$ cat config.mk
export PLATFORM = sky130hd
export DESIGN_NAME = isst_ctrl
export DESIGN_NICKNAME = d
export VERILOG_FILES = /design/src/rtl/isst_pkg.sv /design/src/rtl/isst_ctrl.sv
export SDC_FILE = /design/constraint.sdc
export NUM_CORES = 1
export LEC_CHECK = 0
export BUFFER_PORTS_ARGS = -buffer_cell sky130_fd_sc_hd__clkbuf_2
export CORE_UTILIZATION = 46
export DETAILED_ROUTE_END_ITERATION = 16
export GPL_ROUTABILITY_DRIVEN = 1
export PLACE_DENSITY = 0.75
export SYNTH_ARGS = -nofsm -noshare
export SYNTH_HDL_FRONTEND = slang
export SYNTH_SLANG_ARGS = --single-unit
$ cat constraint.sdc
create_clock -name clk -period 1.9 [get_ports clk]
set_input_delay 0 -clock clk [delete_from_list [all_inputs] [get_ports clk]]
set_output_delay 0 -clock clk [all_outputs]
set_load 0.1 [all_outputs]
$ cat src/rtl/isst_pkg.sv
// Shared types and constants for the interval set subtract/intersect block.
`default_nettype none
package isst_pkg;
  localparam int MaskDepthDef = 256;
  localparam int MaxPiecesDef = 64;
  localparam int ChromW = 8;
  localparam int PosW = 32;
  localparam int EntryW = ChromW + 2 * PosW;

  typedef enum logic [1:0] {
    FUNC_LOAD  = 2'd0,
    FUNC_QUERY = 2'd1,
    FUNC_CLEAR = 2'd2,
    FUNC_NONE  = 2'd3
  } func_t;

  typedef struct packed {
    logic take;
    logic start;
    logic skip_adv;
    logic walk_adv;
    logic cur_adv;
    logic walk_piece;
    logic tail_piece;
    logic emit_final;
  } cmd_t;

  typedef struct packed {
    func_t func;
    logic  q_bad;
    logic  ptr_end;
    logic  skip_hit;
    logic  idx_end;
    logic  walk_stop;
    logic  walk_pass;
    logic  has_piece;
    logic  walk_done;
    logic  can_produce;
    logic  out_free;
    logic  mode;
  } stat_t;
endpackage
`default_nettype wire

$ cat src/rtl/isst_ctrl.sv
// Controller state machine: skip scan, mask walk, piece emission.
`default_nettype none
module isst_ctrl (
  input  wire logic           clk,
  input  wire logic           rst_n,
  input  wire logic           in_valid,
  output logic                in_ready,
  input  wire isst_pkg::stat_t stat,
  output isst_pkg::cmd_t      cmd
);
  import isst_pkg::*;

  typedef enum logic [6:0] {
    S_IDLE  = 7'b0000001,
    S_RD_S  = 7'b0000010,
    S_CHK_S = 7'b0000100,
    S_RD_W  = 7'b0001000,
    S_CHK_W = 7'b0010000,
    S_END   = 7'b0100000,
    S_FINAL = 7'b1000000
  } state_t;

  state_t state_r, state_nxt;

  assign in_ready = (state_r == S_IDLE);

  always_comb begin
    state_nxt = state_r;
    cmd = '0;
    unique case (state_r)
      S_IDLE: begin
        if (in_valid) begin
          cmd.take = 1'b1;
          if (stat.func == FUNC_QUERY) begin
            cmd.start = 1'b1;
            state_nxt = stat.q_bad ? S_FINAL : S_RD_S;
          end
        end
      end
      S_RD_S: begin
        state_nxt = stat.ptr_end ? S_END : S_CHK_S;
      end
      S_CHK_S: begin
        if (stat.skip_hit) begin
          cmd.skip_adv = 1'b1;
          state_nxt = S_RD_S;
        end else begin
          state_nxt = S_CHK_W;
        end
      end
      S_RD_W: begin
        state_nxt = S_CHK_W;
      end
      S_CHK_W: begin
        priority if (stat.walk_stop) begin
          state_nxt = S_END;
        end else if (stat.walk_pass) begin
          cmd.walk_adv = 1'b1;
          state_nxt = stat.idx_end ? S_END : S_RD_W;
        end else if (!stat.has_piece || stat.can_produce) begin
          cmd.walk_piece = stat.has_piece;
          if (stat.walk_done) begin
            state_nxt = S_FINAL;
          end else begin
            cmd.cur_adv = 1'b1;
            cmd.walk_adv = 1'b1;
            state_nxt = stat.idx_end ? S_END : S_RD_W;
          end
        end
      end
      S_END: begin
        if (!stat.mode) begin
          if (stat.can_produce) begin
            cmd.tail_piece = 1'b1;
            state_nxt = S_FINAL;
          end
        end else begin
          state_nxt = S_FINAL;
        end
      end
      S_FINAL: begin
        if (stat.out_free) begin
          cmd.emit_final = 1'b1;
          state_nxt = S_IDLE;
        end
      end
      default: state_nxt = S_IDLE;
    endcase
  end

  always_ff @(posedge clk) begin
    if (!rst_n) begin
      state_r <= S_IDLE;
    end else begin
      state_r <= state_nxt;
    end
  end
endmodule
`default_nettype wire

==> flow_summary.json, run 1 <==
{
  "hpwl_mm": 1.84,
  "tool.error": "[ERROR DPL-0033] detailed placement checks failed during check placement.",
  "yosys.area_share.xor_xnor": 0.0279,
  "async_flop_share": 0,
  "synthSimpleGateAreaFrac": 0.483,
  "clock_sinks": 7,
  "worst_endpoint": "cmd[3]",
  "portBuffers": 24,
  "syn_area_um2": 627,
  "clockRootBuffer": "clkbuf_4",
  "row_count": 12,
  "ys_ff_latch": 7,
  "synth_edf_count": 0,
  "die_w_um": 38.9,
  "synth_compound_area_frac": 0.172,
  "h-tree-depth": 1,
  "grt_max_degree": 10,
  "ios": 25,
  "worst-ep-kind": "top-level output",
  "syn_inst": 80,
  "yosys.area_share.adder": 0,
  "syn_area_per_cell_um2": 7.84,
  "haltStage": "5_1_grt",
  "ys_warn_count": 0,
  "synth_ff_type": "dfxtp_1",
  "yosysSeqAreaShare": 0.224,
  "clockBufferDepth": 2,
  "synth_nets": 96,
  "synth_top_family_by_area": "simple AND/OR/NAND/NOR gates",
  "pre_cts_ws_ps": 11.0,
  "post-place-cells": 127,
  "status": "stopped before the end",
  "yosysUniqueCellTypes": 38,
  "synth_mux_area_frac": 0.0319,
  "cts-buffers-inserted": 3,
  "die_h_um": 38.9,
  "antenna_found_initial": 0,
  "gp_congestion": 0.930,
  "start_util": 0.528
}
[cell usage after synthesis, drive strengths merged, types with 2 or more instances]
library cell  instances  area [um^2]
nor3                  4         20.0
nor4                  8         65.1
or3                   2         17.5
a21oi                 2         10.0
buf                   2         16.3
or4b                  2         20.0
mux2i                 2         20.0
dfxtp                 7          140
or2                   3         18.8
xnor2                 2         17.5
nand2b                4         25.0
nand2                 3         11.3
inv                   6         22.5
nor3b                 3         22.5
or4                   4         33.8
nor2                  9         33.8
[through the flow]
| step | TNS [ps] | cell area [um^2] |
|---|---|---|
| detailed placement | 0 | 1050 |
| CTS | -391 | 1120 |
| floorplan | -1340 | 723 |
| global placement | 0 | 1050 |
[kinds of logic after synthesis]
logic type / count (synthesis)
AOI/OAI and AO/OA: 14
buffers and inverters: 8
xor gates and xnor gates: 2
DFF: 7
and+or+nand+nor: 47
muxes: 2
[what timing repair did]
| item | CTS |
|---|---|
| hold buffers | 2 |
| pin swaps | 4 |
| hold endpoints to repair | 2 |
| endpoints found under the setup margin | 3 |
| setup buffers | 2 |
| resized for setup | 5 |
==> run 2, diff against run 1 <==
CORE_AREA = 2 2 63 65   (was not set)
CORE_UTILIZATION = not set   (was 46)
DIE_AREA = 0 0 65 67   (was not set)
PLACE_DENSITY = not set   (was 0.75)
PLACE_DENSITY_LB_ADDON = 0.15   (was not set)
==> flow_summary.json, run 2 <==
{
  "status": "finished with violations",
  "failed_checks": "setup timing",
  "clk_pin_slew_worst_paths_ps": 50,
  "cts-buffers-inserted": 3,
  "postLayoutCoreUtil": 0.339,
  "wl_mm": 2.13,
  "largest_reg_flops": 7,
  "synth_largest_area_cell": "dfxtp_1",
  "reg.largest.list": "state_r: 7 flops",
  "finalSetupViolCount": 2,
  "nFillCells": 378,
  "ys_warn_count": 0,
  "post-place-cells": 163,
  "synth_mux_area_frac": 0.0319,
  "pwr_density_cell_nw_per_um2": 685,
  "diodes": 0,
  "tightest_slew_ps": 372,
  "rsz0062_at_grt": "yes",
  "clockBufferDepth": 2,
  "critical-path-max-stage-delay_ps": 390,
  "cp.required_ps": 1900,
  "drtIter0Drc": 16,
  "fin_cells": 170,
  "clock_sinks": 7,
  "critPathKind": "flop to primary output",
  "fin_worst_skew_ps": 9.30,
  "synth_ff_type": "dfxtp_1",
  "min_path_type": "input pin to flop",
  "fin_nets": 139,
  "clk_latency_ps": 230,
  "antenna_found_initial": 0,
  "hpwl_mm": 1.75,
  "grt_max_degree": 10,
  "portBuffers": 24,
  "synth_commonest_cells": "9 x nor2_1, 7 x dfxtp_1, 7 x nor4_1, 6 x inv_1",
  "yosysUniqueCellTypes": 38,
  "final_antenna_net_count": 0,
  "clockRootBuffer": "clkbuf_8",
  "cap_viol_max_count": 0,
  "slowest_stage": "or3_4",
  "period_minus_slack_ps": 2030,
  "dr.pass1.iters": 4,
  "fmaxAchievable_mhz": 492,
  "slew_viol_final": 0,
  "crit_fanout": 2,
  "endpoint_kind": "primary output",
  "yosys.area_share.xor_xnor": 0.0279,
  "synth_most_common_cell": "nor2_1",
  "h-tree-depth": 1,
  "crit_path_cell_trace": "or3_4, or3_4, or2_4, nor4_4, buf_12",
  "core_area_um2": 3610,
  "drc": 0,
  "grt_overflow": 0,
  "ys_ff_latch": 7,
  "rrSetupSlack_ps": 40,
  "syn_area_per_cell_um2": 7.84,
  "die_w_um": 65,
  "worstPathArrival_ps": 2030,
  "row_count": 22,
  "area_delta_synth_final_pct": 95.0,
  "synth_top_area_frac": 0.224,
  "synth_top_family_by_area": "simple AND/OR/NAND/NOR gates",
  "path_common_cell": "or3_4",
  "ios": 25,
  "syn_inst": 80,
  "synth_edf_count": 0,
  "async_flop_share": 0,
  "grt_util_all_layers": 0.103,
  "wire_per_inst_um": 12.5,
  "total_power_mw": 0.838,
  "grt_pass1_wl_mm": 3.44,
  "final_layout_size_suffix_gt1_frac": 0.516,
  "synth_compound_area_frac": 0.172,
  "start_util": 0.174,
  "synth_top_cells_by_area": "dfxtp_1 22%, nor4_1 7.0%, nor2_1 5.4%",
  "max_slew_margin": 0.751,
  "synth_nets": 96,
  "gp_congestion": 0.813,
  "vias": 767,
  "worstSetupStartpointType": "flop",
  "period_share": 1.07,
  "yosys.area_share.adder": 0,
  "viasPerCell": 4.51,
  "regMostFlops": "state_r",
  "p_leak_nw": 0.458,
  "final.setup.tns_ps": -198,
  "final_common_cell": "clkbuf_2",
  "peakVddDrop_v": 0.000261,
  "dieArea_um2": 4360,
  "yosysSeqAreaShare": 0.224,
  "final-hold-violation-count": 0,
  "die_h_um": 67,
  "cts_tree": "yes",
  "grt_pass1_vias": 759,
  "final_cell_mix": "15 x clkbuf_2, 13 x buf_4, 9 x buf_12",
  "synthSimpleGateAreaFrac": 0.483,
  "syn_area_um2": 627,
  "finalWorstSetupSlack_ps": -131
}
[run 2: critical path, delay by kind of cell (launching register included)]
| family | cells | cell delay [ps] |
|---|---|---|
| and+or+nand+nor | 4 | 1290 |
| buffers and inverters | 1 | 210 |
| DFF | 1 | 300 |
[run 2: path summary, 6_finish.rpt]
check | depth (start not counted) | endpoint | start
setup / recovery | 5 | cmd[3] | state_r[0]
hold / removal | 2 | state_r[5] | rst_n
setup reg to reg | 6 | state_r[0] | state_r[0]
hold reg to reg | 3 | state_r[4] | state_r[0]
[run 2: cell families after synthesis]
family / count (synthesis)
AOI/OAI and AO/OA: 14
xor gates and xnor gates: 2
buffers and inverters: 8
DFF: 7
muxes: 2
and+or+nand+nor: 47
[run 2: layout make-up]
type | count | area [um^2] | share of cell area
Tap cell | 48 | 60.1 | 0.0491
Clock buffer | 4 | 45.0 | 0.0368
Multi-Input combinational cell | 65 | 567 | 0.464
Inverter | 6 | 22.5 | 0.0184
Sequential cell | 7 | 143 | 0.117
Timing Repair Buffer | 40 | 385 | 0.315
[run 2: where the power goes]
group	total, mW	internal [mW]	switching (mW)
clock network	0.217	0.146	0.0709
registers	0.168	0.159	0.00929
logic	0.453	0.184	0.269
[run 2: metal layers]
metal	up-vias	GRT usage	share of wire
li1	388	-	-
met1	370	0.128	0.43
met4	0	0.00798	0
met3	0	0.0372	0.037
met2	9	0.177	0.53
met5	-	0	0
[run 2: metrics by stage]
| step | worst slack (ps) | instance area [um^2] | hold WS (ps) |
|---|---|---|---|
| after floorplan | -582 | 723 | 76.1 |
| after global placement | 54.7 | 1120 | 207 |
| after detailed placement | 38.7 | 1120 | 200 |
| after CTS | -202 | 1190 | 5.72 |
| after global routing | -177 | 1220 | 32.3 |
| final | -131 | 1220 | 8.89 |
[run 2: repair_timing]
action / 4_1_cts / 5_1_grt
setup endpoints to repair: 2 / 8
hold buffers: 1 / 0
pin swaps: 5 / 5
resized for setup: 2 / 8
buffers inserted: 1 / 1
endpoints found under the hold margin: 1 / 0
Note: power is estimated with default switching activity, not from simulation.
